`config.mk`:
```
export PLATFORM = sky130hd
export DESIGN_NAME = frac_n_pll_divider_search_top_flat
export DESIGN_NICKNAME = d
export VERILOG_FILES = /design/src/fpds_pkg.sv /design/src/fpds_if.sv /design/src/frac_n_pll_divider_search_top.sv /design/src/fpds_div.sv /design/src/fpds_ctrl.sv /design/src/flat_wrapper.sv
export SDC_FILE = /design/constraint.sdc
export NUM_CORES = 1
export LEC_CHECK = 0
export BUFFER_PORTS_ARGS = -buffer_cell sky130_fd_sc_hd__clkbuf_2
export CAP_MARGIN = 20
export CORE_MARGIN = 5
export CORE_UTILIZATION = 62
export DETAILED_ROUTE_END_ITERATION = 8
export PLACE_DENSITY_LB_ADDON = 0.08
export SLEW_MARGIN = 30
export SYNTH_ARGS = -nofsm -noshare
export SYNTH_HDL_FRONTEND = slang
export SYNTH_SLANG_ARGS = --single-unit
export TNS_END_PERCENT = 1
```
`constraint.sdc`:
```
create_clock -name clk -period 5.85 [get_ports clk]
set_clock_uncertainty 0.1 [all_clocks]
set_input_delay 1.17 -clock clk [delete_from_list [all_inputs] [get_ports clk]]
set_output_delay 1.17 -clock clk [all_outputs]
set_load 0.01 [all_outputs]
```
`src/fpds_pkg.sv`:
```
// Shared types and constants for the fractional-N divider search block.
// No dependencies; every other file imports this package.
package fpds_pkg;

	// Field widths fixed by the interface
	localparam int FREQ_W  = 23;
	localparam int PFD_W   = 15;
	localparam int INT_W   = 16;
	localparam int FIELD_W = 12;
	localparam int EXP_W   = 3;
	localparam int ERR_W   = 15;

	// Frequency limits in kHz
	localparam logic [FREQ_W-1:0] VCO_MIN_KHZ   = 23'd2200000;
	localparam logic [FREQ_W-1:0] VCO_MAX_KHZ   = 23'd4400000;
	localparam logic [PFD_W-1:0]  PFD_RESET_KHZ = 15'd10000;

	// Shared divider: 23-bit dividend, 15-bit divisor, 16 quotient bits
	localparam int DIV_STEPS = INT_W;
	localparam int DIV_CNT_W = $clog2(DIV_STEPS);

	// Sequencer states
	typedef enum logic [2:0] {
		ST_IDLE,
		ST_RANGE,
		ST_INT_WAIT,
		ST_STEP,
		ST_LO_WAIT,
		ST_HI_WAIT,
		ST_DONE
	} fpds_state_t;

	// Divider request from the sequencer
	typedef struct packed {
		logic              start;
		logic [FREQ_W-1:0] dividend;
		logic [PFD_W-1:0]  divisor;
	} div_req_t;

	// Divider status and result
	typedef struct packed {
		logic              busy;
		logic              done;
		logic [INT_W-1:0]  quotient;
		logic [PFD_W-1:0]  remainder;
	} div_rsp_t;

	// One result transaction
	typedef struct packed {
		logic [INT_W-1:0]   integer_part;
		logic [FIELD_W-1:0] fraction_value;
		logic [FIELD_W-1:0] modulus_value;
		logic [EXP_W-1:0]   divider_exponent;
		logic [ERR_W-1:0]   residual_error_khz;
		logic               out_of_range;
	} result_t;

endpackage

```
`src/fpds_if.sv`:
```
// Valid/ready channel interfaces for target requests and divider results.
// Depends on fpds_pkg for field widths.
interface fpds_req_if import fpds_pkg::*; ();
	logic              valid;
	logic              ready;
	logic [FREQ_W-1:0] target_freq_khz;

	modport source (output valid, output target_freq_khz, input ready);
	modport sink   (input valid, input target_freq_khz, output ready);
endinterface

interface fpds_rsp_if import fpds_pkg::*; ();
	logic               valid;
	logic               ready;
	logic [INT_W-1:0]   integer_part;
	logic [FIELD_W-1:0] fraction_value;
	logic [FIELD_W-1:0] modulus_value;
	logic [EXP_W-1:0]   divider_exponent;
	logic [ERR_W-1:0]   residual_error_khz;
	logic               out_of_range;

	modport source (output valid, output integer_part, output fraction_value,
		output modulus_value, output divider_exponent, output residual_error_khz,
		output out_of_range, input ready);
	modport sink   (input valid, input integer_part, input fraction_value,
		input modulus_value, input divider_exponent, input residual_error_khz,
		input out_of_range, output ready);
endinterface

```
`src/frac_n_pll_divider_search_top.sv`:
```
// Top level of the fractional-N divider search: config register, sequencer,
// shared divider and output register. Depends on fpds_pkg, fpds_if, fpds_div, fpds_ctrl.
//
//  channel  | dir | handshake      | payload
//  ---------+-----+----------------+------------------------------------------
//  req      | in  | valid/ready    | target_freq_khz
//  rsp      | out | valid/ready    | integer_part .. out_of_range
//  cfg      | in  | cfg_we         | cfg_wdata = pfd_freq_khz
//
// One transaction runs the range steps and the integer split, then for each modulus
// tried an update step and two divides on the shared divider. The sweep ends at the
// last modulus or earlier when an exact fraction is found. req.ready is high only between
// transactions; a finished result waits in the output register while the next
// request is taken. Reset (arst_n) clears control state and loads 10000 kHz.
module frac_n_pll_divider_search_top import fpds_pkg::*; #(
	parameter int MOD_LIMIT       = 4096,
	parameter int MAX_DIVIDER_EXP = 6
) (
	input  logic             clk,
	input  logic             arst_n,
	input  logic             cfg_we,
	input  logic [PFD_W-1:0] cfg_wdata,
	fpds_req_if.sink         req,
	fpds_rsp_if.source       rsp
);

	logic [PFD_W-1:0] pfd_q;
	div_req_t         div_req;
	div_rsp_t         div_rsp;
	logic             res_valid;
	logic             res_ready;
	result_t          res;
	logic             out_valid_q;
	result_t          out_q;

	// PFD frequency register
	always_ff @(posedge clk or negedge arst_n) begin
		if (!arst_n) begin
			pfd_q <= PFD_RESET_KHZ;
		end else if (cfg_we) begin
			pfd_q <= cfg_wdata;
		end
	end

	fpds_ctrl #(
		.MOD_LIMIT       (MOD_LIMIT),
		.MAX_DIVIDER_EXP (MAX_DIVIDER_EXP)
	) u_ctrl (
		.clk       (clk),
		.arst_n    (arst_n),
		.pfd       (pfd_q),
		.in_valid  (req.valid),
		.in_target (req.target_freq_khz),
		.in_ready  (req.ready),
		.div_req   (div_req),
		.div_rsp   (div_rsp),
		.res_valid (res_valid),
		.res_ready (res_ready),
		.res       (res)
	);

	fpds_div u_div (
		.clk    (clk),
		.arst_n (arst_n),
		.req    (div_req),
		.rsp    (div_rsp)
	);

	// Output register: free when empty or being taken
	assign res_ready = !out_valid_q || rsp.ready;

	always_ff @(posedge clk or negedge arst_n) begin
		if (!arst_n) begin
			out_valid_q <= 1'b0;
		end else if (res_ready) begin
			out_valid_q <= res_valid;
		end
	end

	always_ff @(posedge clk) begin
		if (res_ready && res_valid) begin
			out_q <= res;
		end
	end

	assign rsp.valid              = out_valid_q;
	assign rsp.integer_part       = out_q.integer_part;
	assign rsp.fraction_value     = out_q.fraction_value;
	assign rsp.modulus_value      = out_q.modulus_value;
	assign rsp.divider_exponent   = out_q.divider_exponent;
	assign rsp.residual_error_khz = out_q.residual_error_khz;
	assign rsp.out_of_range       = out_q.out_of_range;

endmodule

```
`src/fpds_div.sv`:
```
// Shared restoring divider, one quotient bit per cycle.
// Depends on fpds_pkg. Caller guarantees dividend[22:16] < divisor.
module fpds_div import fpds_pkg::*; (
	input  logic     clk,
	input  logic     arst_n,
	input  div_req_t req,
	output div_rsp_t rsp
);

	logic                 busy_q;
	logic                 done_q;
	logic [DIV_CNT_W-1:0] cnt_q;
	logic [PFD_W-1:0]     rem_q;
	logic [INT_W-1:0]     quo_q;
	logic [PFD_W-1:0]     dvs_q;

	logic [PFD_W:0]   trial;
	logic             ge;
	logic [PFD_W-1:0] rem_next;

	// One shift-compare-subtract step
	always_comb begin
		trial    = {rem_q, quo_q[INT_W-1]};
		ge       = trial >= {1'b0, dvs_q};
		rem_next = ge ? PFD_W'(trial - {1'b0, dvs_q}) : trial[PFD_W-1:0];
	end

	// Control: step counter and completion pulse
	always_ff @(posedge clk or negedge arst_n) begin
		if (!arst_n) begin
			busy_q <= 1'b0;
			done_q <= 1'b0;
			cnt_q  <= '0;
		end else if (req.start) begin
			busy_q <= 1'b1;
			done_q <= 1'b0;
			cnt_q  <= DIV_CNT_W'(DIV_STEPS - 1);
		end else if (busy_q) begin
			cnt_q <= cnt_q - 1'b1;
			if (cnt_q == '0) begin
				busy_q <= 1'b0;
				done_q <= 1'b1;
			end
		end else begin
			done_q <= 1'b0;
		end
	end

	// Datapath: partial remainder and quotient shift register
	always_ff @(posedge clk) begin
		if (req.start) begin
			rem_q <= PFD_W'(req.dividend[FREQ_W-1:INT_W]);
			quo_q <= req.dividend[INT_W-1:0];
			dvs_q <= req.divisor;
		end else if (busy_q) begin
			rem_q <= rem_next;
			quo_q <= {quo_q[INT_W-2:0], ge};
		end
	end

	assign rsp.busy      = busy_q;
	assign rsp.done      = done_q;
	assign rsp.quotient  = quo_q;
	assign rsp.remainder = rem_q;

endmodule

```
`src/fpds_ctrl.sv`:
```
// Search sequencer: range check, integer split and modulus sweep.
// Depends on fpds_pkg; drives the shared fpds_div through div_req_t/div_rsp_t.
module fpds_ctrl import fpds_pkg::*; #(
	parameter int MOD_LIMIT       = 4096,
	parameter int MAX_DIVIDER_EXP = 6
) (
	input  logic              clk,
	input  logic              arst_n,
	input  logic [PFD_W-1:0]  pfd,
	input  logic              in_valid,
	input  logic [FREQ_W-1:0] in_target,
	output logic              in_ready,
	output div_req_t          div_req,
	input  div_rsp_t          div_rsp,
	output logic              res_valid,
	input  logic              res_ready,
	output result_t           res
);

	localparam int MW = $clog2(MOD_LIMIT);

	fpds_state_t state_q, state_d;

	logic [FREQ_W-1:0] f_q;
	logic [EXP_W-1:0]  exp_q;
	logic [INT_W-1:0]  int_q;
	logic [PFD_W-1:0]  rem_q;
	logic [PFD_W-1:0]  r1_q;
	logic [MW-1:0]     m_q;
	logic [MW-1:0]     frac_q;
	logic [INT_W-1:0]  err_lo_q;
	logic [INT_W-1:0]  best_err_q;
	logic [MW-1:0]     best_m_q;
	logic [MW-1:0]     best_frac_q;
	logic              best_ok_q;
	logic              oor_q;

	logic             range_bad, below, exp_full, int_ovf;
	logic [PFD_W:0]   sum;
	logic             wrap;
	logic [PFD_W-1:0] r1_next;
	logic [MW-1:0]    m_next;
	logic [MW-1:0]    frac_next;
	logic [INT_W-1:0] err_hi, err_pick;
	logic             use_hi, better, last_m, finish;
	logic [MW-1:0]    frac_pick;

	// Range checks on the (doubled) frequency
	always_comb begin
		range_bad = (f_q == '0) || (f_q > VCO_MAX_KHZ) || (pfd == '0);
		below     = f_q < VCO_MIN_KHZ;
		exp_full  = exp_q == EXP_W'(MAX_DIVIDER_EXP);
		int_ovf   = PFD_W'(f_q[FREQ_W-1:INT_W]) >= pfd;
	end

	// Next modulus: remainder of rem*m/pfd kept incrementally
	always_comb begin
		sum       = {1'b0, r1_q} + {1'b0, rem_q};
		wrap      = sum >= {1'b0, pfd};
		r1_next   = wrap ? PFD_W'(sum - {1'b0, pfd}) : sum[PFD_W-1:0];
		m_next    = m_q + 1'b1;
		frac_next = frac_q + MW'(wrap);
	end

	// Candidate pick: floor error is ceil(r1/m), round-up error is (pfd-r1)/m
	always_comb begin
		err_hi    = div_rsp.quotient;
		use_hi    = err_hi < err_lo_q;
		err_pick  = use_hi ? err_hi : err_lo_q;
		frac_pick = use_hi ? frac_q + 1'b1 : frac_q;
		better    = !best_ok_q || (err_pick < best_err_q);
		last_m    = m_q == MW'(MOD_LIMIT - 1);
		finish    = (better && (err_pick == '0)) || last_m;
	end

	// Next state
	always_comb begin
		state_d = state_q;
		unique case (state_q)
			ST_IDLE: begin
				if (in_valid) state_d = ST_RANGE;
			end
			ST_RANGE: begin
				priority if (range_bad) state_d = ST_DONE;
				else if (below && exp_full) state_d = ST_DONE;
				else if (below) state_d = ST_RANGE;
				else if (int_ovf) state_d = ST_DONE;
				else state_d = ST_INT_WAIT;
			end
			ST_INT_WAIT: begin
				if (div_rsp.done) state_d = ST_STEP;
			end
			ST_STEP: state_d = ST_LO_WAIT;
			ST_LO_WAIT: begin
				if (div_rsp.done) state_d = ST_HI_WAIT;
			end
			ST_HI_WAIT: begin
				if (div_rsp.done) state_d = finish ? ST_DONE : ST_STEP;
			end
			ST_DONE: begin
				if (res_ready) state_d = ST_IDLE;
			end
			default: state_d = ST_IDLE;
		endcase
	end

	// Outputs: handshakes and divider requests
	always_comb begin
		in_ready         = 1'b0;
		res_valid        = 1'b0;
		div_req.start    = 1'b0;
		div_req.dividend = f_q;
		div_req.divisor  = pfd;
		unique case (state_q)
			ST_IDLE: in_ready = 1'b1;
			ST_RANGE: begin
				div_req.start = !range_bad && !below && !int_ovf;
			end
			ST_STEP: begin
				div_req.start    = 1'b1;
				div_req.dividend = FREQ_W'(r1_next);
				div_req.divisor  = PFD_W'(m_next);
			end
			ST_LO_WAIT: begin
				div_req.start    = div_rsp.done;
				div_req.dividend = FREQ_W'(pfd - r1_q);
				div_req.divisor  = PFD_W'(m_q);
			end
			ST_DONE: res_valid = 1'b1;
			ST_INT_WAIT, ST_HI_WAIT: ;
			default: ;
		endcase
	end

	// State register and control flags
	always_ff @(posedge clk or negedge arst_n) begin
		if (!arst_n) begin
			state_q   <= ST_IDLE;
			best_ok_q <= 1'b0;
			oor_q     <= 1'b0;
		end else begin
			state_q <= state_d;
			if (state_q == ST_IDLE && in_valid) begin
				best_ok_q <= 1'b0;
				oor_q     <= 1'b0;
			end
			if (state_q == ST_RANGE &&
				(range_bad || (below && exp_full) || (!below && int_ovf)))
				oor_q <= 1'b1;
			if (state_q == ST_HI_WAIT && div_rsp.done && better)
				best_ok_q <= 1'b1;
		end
	end

	// Datapath registers
	always_ff @(posedge clk) begin
		unique case (state_q)
			ST_IDLE: begin
				if (in_valid) begin
					f_q   <= in_target;
					exp_q <= '0;
				end
			end
			ST_RANGE: begin
				if (!range_bad && below && !exp_full) begin
					f_q   <= {f_q[FREQ_W-2:0], 1'b0};
					exp_q <= exp_q + 1'b1;
				end
			end
			ST_INT_WAIT: begin
				if (div_rsp.done) begin
					int_q  <= div_rsp.quotient;
					rem_q  <= div_rsp.remainder;
					r1_q   <= div_rsp.remainder;
					m_q    <= MW'(1);
					frac_q <= '0;
				end
			end
			ST_STEP: begin
				r1_q   <= r1_next;
				m_q    <= m_next;
				frac_q <= frac_next;
			end
			ST_LO_WAIT: begin
				if (div_rsp.done)
					err_lo_q <= div_rsp.quotient + INT_W'(div_rsp.remainder != '0);
			end
			ST_HI_WAIT: begin
				if (div_rsp.done && better) begin
					best_err_q  <= err_pick;
					best_m_q    <= m_q;
					best_frac_q <= frac_pick;
				end
			end
			ST_DONE: ;
			default: ;
		endcase
	end

	// Result; all other fields zero when out of range
	always_comb begin
		res = '0;
		res.out_of_range = oor_q;
		if (!oor_q) begin
			res.integer_part       = int_q;
			res.fraction_value     = FIELD_W'(best_frac_q);
			res.modulus_value      = FIELD_W'(best_m_q);
			res.divider_exponent   = exp_q;
			res.residual_error_khz = best_err_q[ERR_W-1:0];
		end
	end

`ifndef SYNTHESIS
	a_no_start_busy: assert property (@(posedge clk) disable iff (!arst_n)
		div_req.start |-> !div_rsp.busy)
		else $error("divider restarted while busy");
	a_frac_le_mod: assert property (@(posedge clk) disable iff (!arst_n)
		(res_valid && !res.out_of_range) |->
		(res.fraction_value <= res.modulus_value) && (res.modulus_value >= FIELD_W'(2)))
		else $error("result fraction or modulus out of range");
	a_oor_zero: assert property (@(posedge clk) disable iff (!arst_n)
		(res_valid && res.out_of_range) |->
		(res.integer_part == '0) && (res.modulus_value == '0) && (res.fraction_value == '0))
		else $error("out-of-range result carries nonzero fields");
	a_rem_below_pfd: assert property (@(posedge clk) disable iff (!arst_n)
		(state_q == ST_STEP) |-> (rem_q < pfd) && (r1_q < pfd))
		else $error("integer split remainder not below pfd");
	a_hold_result: assert property (@(posedge clk) disable iff (!arst_n)
		(res_valid && !res_ready) |=> res_valid && $stable(res))
		else $error("result changed while waiting for output slot");
`endif

endmodule
```
`src/flat_wrapper.sv`:
```
// flat-port wrapper written by rule: the top's interface ports become plain ports
module frac_n_pll_divider_search_top_flat import fpds_pkg::*;
#(
	parameter int MOD_LIMIT       = 4096,
	parameter int MAX_DIVIDER_EXP = 6
)
  (clk, arst_n, cfg_we, cfg_wdata, req_valid, req_target_freq_khz, req_ready, rsp_valid, rsp_integer_part, rsp_fraction_value, rsp_modulus_value, rsp_divider_exponent, rsp_residual_error_khz, rsp_out_of_range, rsp_ready);
  fpds_req_if req_i ();
  fpds_rsp_if rsp_i ();
  input  logic clk;
  input  logic arst_n;
  input  logic cfg_we;
  input  logic [PFD_W-1:0] cfg_wdata;
  input wire logic [$bits(req_i.valid)-1:0] req_valid;
  input wire logic [$bits(req_i.target_freq_khz)-1:0] req_target_freq_khz;
  output wire logic [$bits(req_i.ready)-1:0] req_ready;
  output wire logic [$bits(rsp_i.valid)-1:0] rsp_valid;
  output wire logic [$bits(rsp_i.integer_part)-1:0] rsp_integer_part;
  output wire logic [$bits(rsp_i.fraction_value)-1:0] rsp_fraction_value;
  output wire logic [$bits(rsp_i.modulus_value)-1:0] rsp_modulus_value;
  output wire logic [$bits(rsp_i.divider_exponent)-1:0] rsp_divider_exponent;
  output wire logic [$bits(rsp_i.residual_error_khz)-1:0] rsp_residual_error_khz;
  output wire logic [$bits(rsp_i.out_of_range)-1:0] rsp_out_of_range;
  input wire logic [$bits(rsp_i.ready)-1:0] rsp_ready;
  assign req_i.valid = req_valid;
  assign req_i.target_freq_khz = req_target_freq_khz;
  assign req_ready = req_i.ready;
  assign rsp_valid = rsp_i.valid;
  assign rsp_integer_part = rsp_i.integer_part;
  assign rsp_fraction_value = rsp_i.fraction_value;
  assign rsp_modulus_value = rsp_i.modulus_value;
  assign rsp_divider_exponent = rsp_i.divider_exponent;
  assign rsp_residual_error_khz = rsp_i.residual_error_khz;
  assign rsp_out_of_range = rsp_i.out_of_range;
  assign rsp_i.ready = rsp_ready;
  frac_n_pll_divider_search_top #(.MOD_LIMIT(MOD_LIMIT), .MAX_DIVIDER_EXP(MAX_DIVIDER_EXP)) u_core (.clk(clk), .arst_n(arst_n), .cfg_we(cfg_we), .cfg_wdata(cfg_wdata), .req(req_i), .rsp(rsp_i));
endmodule
```
# ---- After elaboration in Yosys (flattened, before gate mapping)
# Index checks and enable logic that the tools add are counted.
dict set report classes {
  n_addsub 10
  magnitude_cmp 7
  eq_ne 15
  n_mux 46
  reduce_logical 43
}
# operator n
set op_table {}
lappend op_table {{38-bit one-hot mux with 2 select lines} 1}
lappend op_table {{16-bit 2-to-1 mux} 3}
lappend op_table {{12-bit one-hot mux with 2 select lines} 2}
lappend op_table {{23-bit 2-to-1 mux} 2}
lappend op_table {{23-bit one-hot mux with 2 select lines} 1}
lappend op_table {{15-bit 2-to-1 mux} 3}
lappend op_table {{12-bit 2-to-1 mux} 3}
lappend op_table {{3-bit 2-to-1 mux} 12}
lappend op_table {{16-bit by 15-bit >= comparator with 1-bit output} 2}
lappend op_table {{16-bit less-than comparator} 2}
lappend op_table {{15-bit one-hot mux with 2 select lines} 1}
lappend op_table {{15-bit subtractor} 2}
lappend op_table {{12-bit by 1-bit adder with 12-bit output (second input constant)} 2}
lappend op_table {{23-bit greater-than comparator (second input constant)} 1}
lappend op_table {{23-bit zero test} 1}
lappend op_table {{23-bit by 22-bit less-than comparator with 1-bit output (second input constant)} 1}
lappend op_table {{3-bit one-hot mux with 7 select lines} 1}
lappend op_table {{15-bit by 15-bit adder with 16-bit output} 1}
lappend op_table {{16-bit by 1-bit adder with 16-bit output} 1}
lappend op_table {{16-bit zero test} 1}
lappend op_table {{15-bit by 15-bit subtractor with 16-bit output} 1}
lappend op_table {{7-bit by 15-bit >= comparator with 1-bit output} 1}
lappend op_table {{15-bit zero test} 1}
lappend op_table {{15-bit nonzero test} 1}
lappend op_table {{other kinds (24)} 74}
dict set report word_totals {
  regBits 284
  input_bits 43
  output_inout_bits 61
  word_cells 150
}

# ---- Logic depth before layout (Yosys ltp)
# Gate-level depths: netlist (run 1).
dict set report logic_depth {
  word_depth 9
  depth_mapped 21
  depth_no_buf 20
}

# ---- Modules after synthesis
# Synthesis (run 1) repeated with hierarchy kept, for this count alone.
dict set report hier_totals {
  hier_cells 1458
  hier_area_um2 16380.7
}
# mod n_inst cells_per_inst area_each_um2 seq_area_each_um2
set by_module_without_submodules {}
lappend by_module_without_submodules {fpds_ctrl 1 1071 10805.4 4689.5}
lappend by_module_without_submodules {fpds_div 1 292 3140.5 1451.4}
lappend by_module_without_submodules {frac_n_pll_divider_search_top 1 95 2434.8 2178.3}

# ---- Worst setup path after synthesis (run 1)
# No wires, ideal clock.
dict set report synth_timing {
  path_type {register to register}
  from {reg u_core.u_ctrl.state_q[1]}
  to {reg u_core.u_ctrl.frac_q[0] (enable)}
  setup_ps 379
  arrival_ps 4781
  t_required_ps 5371
  path_slack_ps 591
  stages_incl_launch_ff 5
  path_buffers 1
  period_less_slack_ps 5259
  cell_sequence {dfrtp_1 > clkbuf_1 > inv_1 > nor4_1 > or2_2}
}
dict set report synth_between {
  elab_chain_len 3
  word_cells_on_any_way 5
  cone_classes {eq/ne: 3; reduce/logical: 2}
}
# item line_no
set synth_lines {}
lappend synth_lines {{start: declaration} fpds_ctrl.sv:22} ;# fpds_state_t state_q, state_d;
lappend synth_lines {{start signal: assignment} fpds_ctrl.sv:142} ;# state_q <= state_d;
lappend synth_lines {{3-bit by 2-bit equality test with 1-bit output} fpds_ctrl.sv:157} ;# unique case (state_q)
lappend synth_lines {{2-bit inequality test (no line) / 2-bit nonzero test (equally long branches)} n/a}
lappend synth_lines {{2-bit AND reduction (no line) *} n/a}
lappend synth_lines {{end signal: assignment} fpds_ctrl.sv:182} ;# frac_q <= frac_next;
lappend synth_lines {{end: declaration} fpds_ctrl.sv:30} ;# logic [MW-1:0] frac_q;
# Every way passes the cells marked *; elsewhere a longest branch is shown, timed or not.
# A chain may end at the register's enable or synchronous reset.

# ---- Worst setup path after layout (run 1)
dict set report layout_timing {
  from {reg u_core.u_div.quo_q[9]}
  to {reg u_core.u_ctrl.best_frac_q[2] (enable)}
}
dict set report layout_between {
  elab_chain_len 6
}
# item line_no
set layout_lines {}
lappend layout_lines {{start: declaration} fpds_div.sv:14} ;# logic [INT_W-1:0] quo_q;
lappend layout_lines {{start signal: assignment} fpds_div.sv:53} ;# quo_q <= req.dividend[INT_W-1:0];
lappend layout_lines {{start signal: assignment} fpds_div.sv:57} ;# quo_q <= {quo_q[INT_W-2:0], ge};
lappend layout_lines {{16-bit less-than comparator} fpds_ctrl.sv:68} ;# use_hi = err_hi < err_lo_q;
lappend layout_lines {{16-bit 2-to-1 mux *} fpds_ctrl.sv:69} ;# err_pick = use_hi ? err_hi : err_lo_q;
lappend layout_lines {{named net u_core.u_ctrl.err_pick[9]} fpds_ctrl.sv:44} ;# logic [INT_W-1:0] err_hi, err_pick;
lappend layout_lines {{16-bit less-than comparator *} fpds_ctrl.sv:71} ;# better = !best_ok_q || (err_pick < best_err_q);
lappend layout_lines {{1-bit logical OR *} fpds_ctrl.sv:71}
lappend layout_lines {{1-bit logical AND *} fpds_ctrl.sv:189} ;# if (div_rsp.done && better) begin
lappend layout_lines {{2-bit AND reduction (no line) *} n/a}
lappend layout_lines {{end signal: assignment} fpds_ctrl.sv:192} ;# best_frac_q <= frac_pick;
lappend layout_lines {{end: declaration} fpds_ctrl.sv:34} ;# logic [MW-1:0] best_frac_q;
# The timed path passes the listed nets; every way through them passes the cells marked *.

==> results of run 1 <==
worst max-delay path: stages (launching register included):
cell and delay, ns:
edfxtp_1 0.53, ha_1 0.35, a21o_1 0.17, a211oi_1 0.28, o311ai_0 0.21, a21oi_2 0.52
buf_4 0.31, nand2_1 0.08, o21ai_0 0.13, ha_1 0.30, a21o_1 0.19, a21o_1 0.17
a21oi_1 0.18, o22ai_1 0.13, o41ai_1 0.41, and3_2 0.42, buf_12 0.24
area by class of cell:
class | instances | area share
clock buffers | 33 | 0.04369
clock inverters | 23 | 0.01235
inverters | 102 | 0.02136
multi-input cells | 1034 | 0.3988
flip-flops and latches | 284 | 0.4642
well taps | 330 | 0.02303
repair buffers | 120 | 0.03657
state kept, by name, indices dropped and copies added, names as in the netlist, 12 cells and up:
register	count
u_core.u_ctrl.r1_q	15
u_core.u_ctrl.best_m_q	12
u_core.u_ctrl.rem_q	15
u_core.rsp.fraction_value	12
u_core.u_div.rem_q	15
u_core.u_ctrl.f_q	23
u_core.u_ctrl.err_lo_q	16
u_core.pfd_q	15
u_core.rsp.modulus_value	12
u_core.u_ctrl.frac_q	12
u_core.u_div.quo_q	16
u_core.rsp.residual_error_khz	15
u_core.u_ctrl.m_q	12
u_core.u_div.dvs_q	15
u_core.u_ctrl.int_q	16
u_core.rsp.integer_part	16
u_core.u_ctrl.best_frac_q	12
u_core.u_ctrl.best_err_q	16
power by group:
part | leakage [µW] | total [µW] | switching, µW | internal [µW]
Combinational | 0.00410 | 3420 | 2020 | 1400
Clock | 0.000478 | 1930 | 791 | 1140
Sequential | 0.00267 | 3370 | 519 | 2850
routing by layer:
layer	wire (µm)	up-vias
met3	3108	74
met2	19540	523
li1	-	5609
met1	16370	5649
met4	1271	0
met5	0	-
path summary, 6_finish.rpt:
check	start	to	slack, ns
hold / removal	u_core.u_div.cnt_q[3]	u_core.u_div.cnt_q[3]	0.43
setup / recovery	u_core.u_div.quo_q[9]	u_core.u_ctrl.best_frac_q[2]	0.80
max in group asynchronous	arst_n	u_core.u_ctrl.oor_q	4.46
hold reg to reg	u_core.u_div.cnt_q[3]	u_core.u_div.cnt_q[3]	0.43
setup reg to reg	u_core.u_div.quo_q[9]	u_core.u_ctrl.best_frac_q[2]	0.80
min in group asynchronous	arst_n	u_core.u_div.cnt_q[3]	0.59
cells in the mapped netlist, types with 10 or more instances:
cell type  instances
mux2_2            29
a21oi_1           73
xor2_1            28
nor3_1            35
a31oi_1           11
xnor2_1           60
ha_1             106
dfrtp_1           22
and3_1            17
nor2_1           107
inv_1            101
nand4_1           17
o21ai_1           10
a21o_1            25
o21ai_0           90
a221o_1           12
nor4_1            19
o211ai_1          11
nand3_1           36
mux2i_1           25
clkbuf_1          42
o21a_1            14
nand2_1          125
nor2b_1           50
edfxtp_1         249
logic make-up (layout without fill, tap and decap cells):
group                    after synthesis  in the layout  share of synthesized area
multiplexers                          55             55                    0.03692
AND/OR/NAND/NOR                      456            456                     0.1388
adder cells (fa/ha/maj)              110            110                    0.08774
XOR/XNOR                              88             88                    0.04809
buffers and inverters                153            278                    0.03646
flip-flops                           284            284                     0.5190
AO/OA/AOI/OAI                        325            325                     0.1329
through the flow:
step           hold WS, ns  cells  utilization  total power (µW)  instance area (µm²)
2_1_floorplan       0.3523   1471            -              5669                16030
5_1_grt             0.4476   1926       0.7079              9252                17930
3_5_place_dp        0.4116   1870       0.6681              6768                16920
4_1_cts             0.4301   1926       0.7078              8708                17930
6_report            0.4260   1926       0.7079              8720                17930
3_3_place_gp        0.4085   1870       0.6679              6687                16920
==> summary by stage, run 1 <==
STA
Setup violations remaining at the end of the flow were counted as 0. Setup repair after global routing left no endpoint under its margin. The maximum clock frequency is 197.9 MHz. The final clock period utilization by the worst path is 0.8636.

For the finished layout, the period the worst path requires is about 5.1 ns. The count of pins over their slew limit is 0. The relative max-transition margin is 0.3691. The final-report hold violation count is 0.

The slack of the critical path is 0.7979 ns. For the pin with the worst max-slew slack, the measured transition is 0.9464 ns. Summed over all failing endpoints, the final setup total negative slack is 0 ns.

Floorplan
The number of rows in the core area is 58. approximately 100 I/O pins were placed. The width of the die is between 150 and 200 µm. The floorplan step defined a die boundary enclosing about 0.03 mm².

The initial cell density of the core is 0.6328. The standard cell core area is ~0.025 mm². The floorplan die height is around 170 µm.

Route
In the final routed layout, each cell accounts on average for 20.92 µm. The final layout contains routed wiring with a total length of 40,290 µm. The number of vias after detailed routing is ~12k. The length of the first detailed-routing pass in iterations is 5.

After detailed routing, the number of remaining DRC violations is 0. The number of DRC markers in iteration 0 is about 1.0k. Once detail routing completed, the nets flagged for antenna violations numbered 0. After detailed routing, the number of vias per cell comes to about 6.

Run
The number of max-cap violations is 0.

Logic synthesis
The cell type contributing the most total cell area after synthesis is edfxtp_1. Of the synthesized area, sequential elements account for 0.5190. Counting flops with an async set or reset pin after synthesis yields a share of 0.09507. Synthesis produced a netlist whose cell count is around 1.5k. The synthesized netlist contains 76 unique library cells. The synthesized area per cell is ~11 µm². Sorting the synthesized cells by area gives the leading types as edfxtp_1, ha_1, dfrtp_1, xnor2_1, nand2_1.

The Yosys step of the flow raised 0 warnings. The cell area that synthesis handed to floorplanning was 0.01603 mm². The number of enable flip-flop cells after synthesis is around 250.

The number of nets produced by synthesis is 1,624. Of the post-synthesis cell area, the dominant cell type holds 0.4665. The flip-flop and latch count after synthesis is 284.

The top flip-flop cell by instance count after synthesis is edfxtp_1.

Clocking
The number of buffers created by CTS is 30. Clock-pin slew was measured on the worst setup and hold paths at ~0.060 ns. The number of setup buffers added after CTS is 0. The clock passes through at most 3 buffers. CTS placed an instance of clkbuf_16 at the clock tree root.

The insertion delay to the later sink of the worst-skew pair is between 0.5 and 0.6 ns. Post-CTS repair changed the size of 0 cells. The maximum level of the CTS H-tree is 1. The CTS tree is done.

The clock sink count is 284. Buffers inserted to repair hold after CTS numbered 0.

GRT
The met1 track demand over resource in global routing is 0.3737. For met2 alone, demand over resource in global routing was 0.4720. The via count of the first global-routing pass was 11.45k. The global routing usage summed across all routing layers is 0.2761. Entering global routing, the biggest net connects between 60 and 70 pins. The highest-utilization routing layer at the global route stage is met2. The initial antenna violation count was 0.

After global routing the overflow that remains totals 0. The met3 global-route usage is 0.03304. The global-route wire length before repair is between 60,000 and 70,000 µm.

Placed design
The final weighted congestion in routability-driven placement is 0.9641. The number of buffers inserted by port buffering is 103. The worst slack after detailed placement is between 0.8 and 0.9 ns. The post-detailed-placement half-perimeter wirelength is 29,900 µm.

Critical path
By startpoint and endpoint, the worst setup path is classified as reg2reg. The worst setup path is captured at a flop. At the worst endpoint, the arrival time is ~5.2 ns. In this run the worst path has a maximum fanout of 31. The depth of the most critical reg-to-reg path is 16.

The required arrival time at the worst endpoint is roughly 6.0 ns. The worst setup path is launched from a flop.

Finish
The number of fillers in the final layout is ~1.8k. The multi-input gate area in the final layout is about 0.0071 mm². In the final design database the tool counted between 1.5k and 2k nets. Leaving out fill and tap cells, the most frequent cell in the layout is edfxtp_1. The number of diodes is 0. The share of final-layout standard cells stronger than drive strength 1 is 0.1441.

The area added between synthesis and finish is 11.86%. The register area is roughly 0.0083 mm². Leaving out fill and tap cells, the most frequent cells in the layout are edfxtp_1, nand2_1, nor2_1, ha_1, clkbuf_2.

Worst hold path
The worst hold path was traced through 2 stages. The path class of the lowest-slack min-delay path is reg2reg.

Power and ir drop
In this run the static leakage power is 0.007257 µW. Power spread over the standard cell area amounts to between 400 and 500 mW/mm². The maximum resistive drop on vdd is slightly above 0.4 mV.

Status
The run finished with clean final reports.
(Power assumes the default switching activity.)
==> inputs of run 2 (changes only) <==
ABC_AREA = 1   (was default)
CAP_MARGIN = default   (was 20)
HOLD_SLACK_MARGIN = 0.03   (was default)
==> run 2 against run 1 <==
Global-route usage down 0.098 points. Sequential power up 3%. Clock power up 4%. Flip-flop and latch count unchanged. Register-to-register slack worse by 0.09 ns. Synthesized area down 0.89%. Core utilization up 0.11 points. Non-clock buffer count down 2. Die area down 0.84%. Synthesized cell count up 16%. Critical endpoint is now u_core.u_ctrl.frac_q[11]. Highest routed layer unchanged.
==> summary by stage, run 2 <==
Status
The flow ran to the end, and the final reports show no timing, DRC or antenna violations.

Critical path
The worst-case register-to-register setup slack came to 0.71 ns (-0.09 ns). The maximum cell stage delay along the critical path is 0.41 ns (-0.12 ns). STA classifies the critical path startpoint as a flop. The most common cell type on the critical path is nand2_1. The depth of the most critical reg-to-reg path is 27 (+11). The startpoint of the worst-slack reg-to-reg timing path is u_core.u_ctrl.r1_q[0]. The critical path startpoint is u_core.u_ctrl.r1_q[0].

The sort of element at the end of the critical path is a flop. Among all stages on the critical path, the largest delay is contributed by fa_1. The critical path in this run is classified as reg2reg. The critical path's top delay family is simple AND/OR/NAND/NOR gates. The signal arrival time at the worst endpoint is 5.36 ns (+0.16 ns). The required arrival time at the worst endpoint is 6.08 ns (+0.08 ns). The end of the worst register-to-register path is u_core.u_ctrl.frac_q[11]. The maximum net fanout on the critical path is 5 (-84%). The buffering stage count on the worst path with inverters included is 3 (+1).

Floorplan
The width of the die is 170.1 µm (-0.42%). The standard cell core area was 0.02518 mm² (-0.57%). The initial cell density of the core was 0.6308 (-0.002017). The die area is 0.02892 mm² (-0.84%). The number of I/O pins is 104 (unchanged). The floorplan die height came to 170.1 µm (-0.42%).

The number of rows in the core area is 58 (unchanged).

Worst hold path
The path class of the lowest-slack min-delay path is reg2reg. The path with the worst hold slack has its endpoint at u_core.u_ctrl.best_m_q[3]. The count of cells along the worst hold path is 0 (-2). The launch instance of the worst min-delay path is u_core.u_ctrl.m_q[3].

Power and ir drop
The overall power of the completed layout is 9507 µW (+9.0%). The standby leakage power was 0.008013 µW (+10%). The switching power summed over all nets is 3947 µW (+18%). The clock share of power came to 0.211 (-0.010). The internal power came to 5560 µW (+3.2%). The maximum resistive drop on vdd is 0.3164 mV (-23%). The fraction of power consumed by sequential logic came to 0.364 (-0.022). The switching portion of total power was 0.4152 (+0.03310). The total power per unit cell area came to 532.5 mW/mm² (+9.5%).

The fraction of power consumed by combinational cells was 0.425 (+0.032).

Logic synthesis
The cell with the most instances after synthesis is inv_1. The area share of the leading cell type in the synthesized netlist came to 0.4707 (+0.004189). Among all flip-flop cells after synthesis, the most frequent one is edfxtp_1.

The number of nets produced by synthesis was 1,866 (+15%). The register area share after synthesis is 0.5237 (+0.004661). The post-synthesis cell count is 1,713 (+16%).

After synthesis, the cell types taking the most area are edfxtp_1, ha_1, inv_1, nand2_1, nor2_1. The share of flip-flops with an asynchronous set or reset after synthesis is 0.09507 (unchanged). The largest total area in the synthesized netlist belongs to edfxtp_1. The synthesized area per cell is 9.273 µm² (-15%). By count the netlist is led by inv_1, nand2_1, edfxtp_1.

The number of enable flip-flop cells after synthesis came to 249 (unchanged). The number of warnings issued by yosys is 0 (unchanged). The area of the mapped netlist was 0.01589 mm² (-0.89%). The number of distinct library cells after synthesis is 50 (-34%).

The flip-flop and latch count after synthesis was 284 (unchanged).

Finish
The summed area of non-filler cells in the final layout was 0.01785 mm² (-0.41%). The final core utilization is 0.7090 (+0.001148). Compared with the post-synthesis result, the final layout area differs by 12.40%.

The share of final-layout standard cells stronger than drive strength 1 was 0.1103 (-0.03378). The final-stage net count was 1,979 (+15%). In the layout the commonest cells are inv_1, nand2_1, edfxtp_1. u_core.u_ctrl.f_q holds more flip-flops than any other register. The library cell used most frequently in the layout, excluding fill and tap cells, is inv_1. The register area is 0.008323 mm² (unchanged). The number of fillers in the final layout is 1,893 (+3.6%).

The multi-input gate area in the final layout came to 0.006345 mm² (-11%). The number of diodes was 0 (unchanged). The flip-flop count of the largest register after layout is 23 (unchanged).

STA
The number of endpoints failing setup at the final stage is 0 (unchanged). The final sum of negative setup slack is 0 ns (unchanged). The worst hold slack across all endpoints was 0.3559 ns (-0.07004 ns). The count of pins over their slew limit is 0 (unchanged). The maximum clock frequency was 194.6 MHz (-1.7%). Setup repair after global routing left no endpoint under its margin. The final period demand of the worst path is 5.139 ns (+0.08728 ns).

The final clock period utilization by the worst path was 0.8785 (+0.01492). The relative max-transition margin is 0.3904 (+0.02132). The final-report hold violation count is 0 (unchanged). The measured slew at the worst slew-check pin is 0.9134 ns (-0.03298 ns).

Route
The number of DRC markers in iteration 0 is 1,271 (+26%). The total length of routed wires is 39,970 µm (-0.79%). The number of vias after detailed routing is 12.25k (+3.3%). The residual DRC count is 0 (unchanged). The count of nets left with antenna violations after detail routing is 0 (unchanged). The average wire per cell in the routed design is 18.34 µm (-12%). The length of the first detailed-routing pass in iterations was 8 (+3).

The via density per instance came to 5.621 (-8.7%).

Clocking
The post-CTS setup buffer count is 0 (unchanged). The total of hold buffers inserted after clock tree synthesis is 0 (unchanged). The clock-pin transition on the worst setup and hold timing paths is 0.06 ns (about the same). The CTS tree is done. The root buffer selected by CTS is clkbuf_16. The maximum level of the CTS H-tree is 1 (unchanged). The clock sink count is 284 (unchanged). The number of gates resized after CTS is 0 (unchanged). The number of buffers created by CTS is 30 (unchanged). The insertion delay to the later sink of the worst-skew pair was 0.57 ns (+0.02 ns). The maximum clock path buffer count is 3 (unchanged).

Placed design
The final weighted congestion in routability-driven placement is 0.9579 (-0.64%). The post-detailed-placement half-perimeter wirelength came to 29,610 µm (-0.97%). The number of buffers inserted by port buffering is 103 (unchanged). The area of placed instances was 0.01681 mm² (-0.67%).

GRT
The maximum number of pins on one net before global-route repair is 61 (-1.6%). The global-route wire length before repair was 62,980 µm (about the same). The leftover overflow at the end of global routing is 0 (unchanged).

The global routing usage summed across all routing layers is 0.2751 (-0.0009847). The via count of the first global-routing pass is 11.95k (+4.4%). The initial antenna violation count is 0 (unchanged).

Run
The number of max-cap violations was 0 (unchanged).
## run 2: cell types whose count changed in the layout (fill, tap and decap cells not counted), sizes merged, moves of 17 or more
cell   delta
inv     +185
nand2   +152
nor2    +105
nor2b    -50
a21oi    +45
xnor2    -45
o21ai    +32
mux2     -30
mux2i    -25
xor2     +25
a21o     -23
and3     -17
## run 2: kinds of logic (layout without fill, tap and decap cells)
group           count (synthesis)  in the layout  share of synthesized area
fa+ha+maj                     110            110                    0.08853
compound gates                305            305                     0.1077
buf+inv                       327            463                    0.07876
flops                         284            284                     0.5237
xor+xnor                       68             68                    0.03749
simple gates                  619            619                     0.1638
## run 2: cell type report
type,count,share of cell area
well taps,330,0.02313
clock inverters,13,0.01226
inverters,290,0.06097
clock buffers,42,0.04625
repair buffers,118,0.03588
multi-input cells,1102,0.3554
flip-flops and latches,284,0.4662
## run 2: worst max path at each step
stage / endpoint / cells after the start
2_1_floorplan: u_core.u_ctrl.frac_q[11] / 28
3_3_place_gp: u_core.u_ctrl.frac_q[11] / 27
3_5_place_dp: u_core.u_ctrl.frac_q[11] / 27
4_1_cts: u_core.u_ctrl.frac_q[11] / 27
5_1_grt: u_core.u_ctrl.frac_q[11] / 27
6_report: u_core.u_ctrl.frac_q[11] / 27
## run 2: power by group through the flow
| stage | Combinational [µW] | Sequential [µW] | Clock, µW |
|---|---|---|---|
| 6_report | 4040 | 3460 | 2000 |
| 5_1_grt | 4530 | 3520 | 2120 |
| 4_1_cts | 3980 | 3450 | 2020 |
| 3_5_place_dp | 3940 | 3490 | 0 |
| 3_3_place_gp | 3830 | 3470 | 0 |
| 2_1_floorplan | 2960 | 3290 | 0 |
## run 2: routing by layer
metal	GRT usage	vias up	share of wire
li1	-	5975	-
met1	0.3658	5726	0.42
met2	0.4797	468	0.49
met3	0.03368	80	0.063
met4	0.07674	0	0.029
met5	0	-	0
## run 2: per-stage QoR
stage | worst slack (ns) | cells
2_1_floorplan | 1.190 | 1713
3_3_place_gp | 0.9021 | 2124
3_5_place_dp | 0.7754 | 2124
4_1_cts | 0.7662 | 2179
5_1_grt | 0.1377 | 2179
6_report | 0.7107 | 2179
==> inputs of run 3 (changes only) <==
REMOVE_ABC_BUFFERS = 1   (was default)
==> run 3 against run 2 <==
Worst hold slack improved by 0.0061 ns. Total power shrank 2.2%. Cell count unchanged. Die area unchanged. Highest routed layer unchanged.
==> summary by stage, run 3 (synthesized netlist as in run 2, its figures left out) <==
Clocking
The number of gates resized after CTS is 0 (unchanged). The number of buffers created by CTS was 29 (-3.3%). The maximum clock path buffer count is 3 (unchanged). The clock sink count is 284 (unchanged). The insertion delay to the later sink of the worst-skew pair is 0.57 ns (about the same). TritonCTS built the clock tree. The post-CTS setup buffer count was 0 (unchanged). The maximum level of the CTS H-tree is 1 (unchanged). The clock-pin transition on the worst setup and hold timing paths is 0.06 ns (about the same). The tree is rooted in a clkbuf_16. The total of hold buffers inserted after clock tree synthesis came to 0 (unchanged).

Placed design
The number of placed instances with taps included is 2,127 (+0.14%). The number of buffers inserted by port buffering was 103 (unchanged). The final weighted congestion in routability-driven placement is 0.9449 (-1.4%). The post-detailed-placement half-perimeter wirelength came to 28,790 µm (-2.8%).

Critical path
The critical path's top delay family is simple AND/OR/NAND/NOR gates. STA classifies the critical path startpoint as a flop. In this design, the critical path's most frequently occurring cell is nand2_1. The maximum cell stage delay along the critical path is 0.47 ns (+0.06 ns). The signal arrival time at the worst endpoint is 5.51 ns (+0.15 ns).

The slowest cell on the critical path is nor4_1. The sort of element at the end of the critical path is a flop. The buffering stage count on the worst path with inverters included came to 3 (unchanged). The required arrival time at the worst endpoint came to 6.06 ns (-0.02 ns).

The critical path is of the reg2reg type. The maximum net fanout on the critical path came to 5 (unchanged).

Route
The number of vias after detailed routing came to 12.23k (-0.16%). The count of nets left with antenna violations after detail routing is 0 (unchanged). The number of DRC markers in iteration 0 came to 1,155 (-9.1%). The average wire per cell in the routed design is 17.76 µm (-3.2%).

The length of the first detailed-routing pass in iterations is 5 (-3). The via density per instance was 5.613 (-0.16%). The total length of routed wires is 38,710 µm (-3.2%). The residual DRC count is 0 (unchanged).

STA
The number of endpoints failing setup at the final stage is 0 (unchanged). The final sum of negative setup slack is 0 ns (unchanged). The relative max-transition margin came to 0.4350 (+0.04457). The measured slew at the worst slew-check pin is 0.8466 ns (-0.06678 ns).

The count of pins over their slew limit came to 0 (unchanged). Setup repair after global routing left no endpoint under its margin. The final period demand of the worst path came to 5.299 ns (+0.1597 ns).

The final clock period utilization by the worst path is 0.9058 (+0.02730). The maximum clock frequency is 188.7 MHz (-3.0%). The final-report hold violation count is 0 (unchanged). The worst hold slack across all endpoints is 0.3620 ns (+0.006091 ns).

Floorplan
The width of the die was 170.1 µm (unchanged). The number of I/O pins is 104 (unchanged). The standard cell core area is 0.02518 mm² (unchanged). The initial cell density of the core is 0.6308 (unchanged).

The die area came to 0.02892 mm² (unchanged). The floorplan die height is 170.1 µm (unchanged). The number of rows in the core area came to 58 (unchanged).

Finish
Relative to the synthesized area, the layout overhead comes to 11.62%. More flip-flops sit in one register than any other, and that register is u_core.u_ctrl.f_q. The number of diodes is 0 (unchanged). The library cell used most frequently in the layout, excluding fill and tap cells, is inv_1. The final-stage net count is 1,981 (+0.10%).

The number of standard cells in the layout, taps in and fillers out is 2,179 (unchanged). The flip-flop count of the largest register after layout was 23 (unchanged). In the layout the commonest cells are inv_1, nand2_1, edfxtp_1. The final core utilization came to 0.7041 (-0.004919).

The share of final-layout standard cells stronger than drive strength 1 was 0.1098 (-0.0005408).

Run
The number of max-cap violations is 0 (unchanged).

Power and ir drop
The switching power summed over all nets was 3922 µW (-0.64%). The standby leakage power is 0.007956 µW (-0.71%). The internal power was 5371 µW (-3.4%).

The switching portion of total power is 0.4220 (+0.006813). The total power per unit cell area is 524.1 mW/mm² (-1.6%). The fraction of power consumed by combinational cells is 0.441 (+0.016). The maximum resistive drop on vdd was 0.3433 mV (+8.5%).

The overall power of the completed layout is 9293 µW (-2.2%). The clock share of power is 0.191 (-0.020). The fraction of power consumed by sequential logic is 0.368 (+0.004).

GRT
The maximum number of pins on one net before global-route repair came to 60 (-1.6%). The leftover overflow at the end of global routing is 0 (unchanged). The via count of the first global-routing pass was 11.79k (-1.3%). The initial antenna violation count is 1 (+1). The global-route wire length before repair was 60,780 µm (-3.5%). The global routing usage summed across all routing layers was 0.2653 (-0.009865).

Worst hold path
The path class of the lowest-slack min-delay path is reg2reg.

Status
The run finished with clean final reports.
-- run 3: worst paths after layout --
path / startpoint / endpoint / slack [ns] / cells past startpoint
max: u_core.u_ctrl.r1_q[0] / u_core.u_ctrl.frac_q[11] / 0.55 / 27
min reg2reg: u_core.u_ctrl.m_q[3] / u_core.u_ctrl.best_m_q[3] / 0.36 / 0
min: u_core.u_ctrl.m_q[3] / u_core.u_ctrl.best_m_q[3] / 0.36 / 0
max in group asynchronous: arst_n / u_core.u_ctrl.oor_q / 4.49 / 1
min in group asynchronous: arst_n / u_core.u_ctrl.state_q[0] / 0.60 / 1
max reg2reg: u_core.u_ctrl.r1_q[0] / u_core.u_ctrl.frac_q[11] / 0.55 / 27
-- run 3: power by group through the flow --
stage | combinational [µW] | sequential [µW] | clock (µW)
floorplan | 2850 | 3330 | 0
global placement | 3840 | 3470 | 0
detailed placement | 4030 | 3440 | 0
CTS | 4060 | 3410 | 1810
global route | 4590 | 3460 | 1900
finish | 4100 | 3420 | 1780
-- run 3: area by class of cell --
cell class / count / area [µm²]
sequential: 284 / 8320
fill: 1931 / 7451
multi-input combinational: 1102 / 6345
inverter: 290 / 1089
clock buffer: 39 / 763.2
timing repair buffer: 121 / 663.1
tap: 330 / 412.9
clock inverter: 13 / 137.6
-- run 3: stage by stage --
stage	setup WS [ns]	area, µm²
finish	0.5510	17730
global route	0.2220	17730
CTS	0.6385	17730
detailed placement	0.6889	16830
global placement	0.8735	16810
floorplan	1.194	15720
-- run 3: per-layer routing --
metal  wire length, µm  global-route usage
met1             15950              0.3521
met2             18420              0.4441
met3              2481             0.03089
met4              1857              0.1153
met5                 0                   0
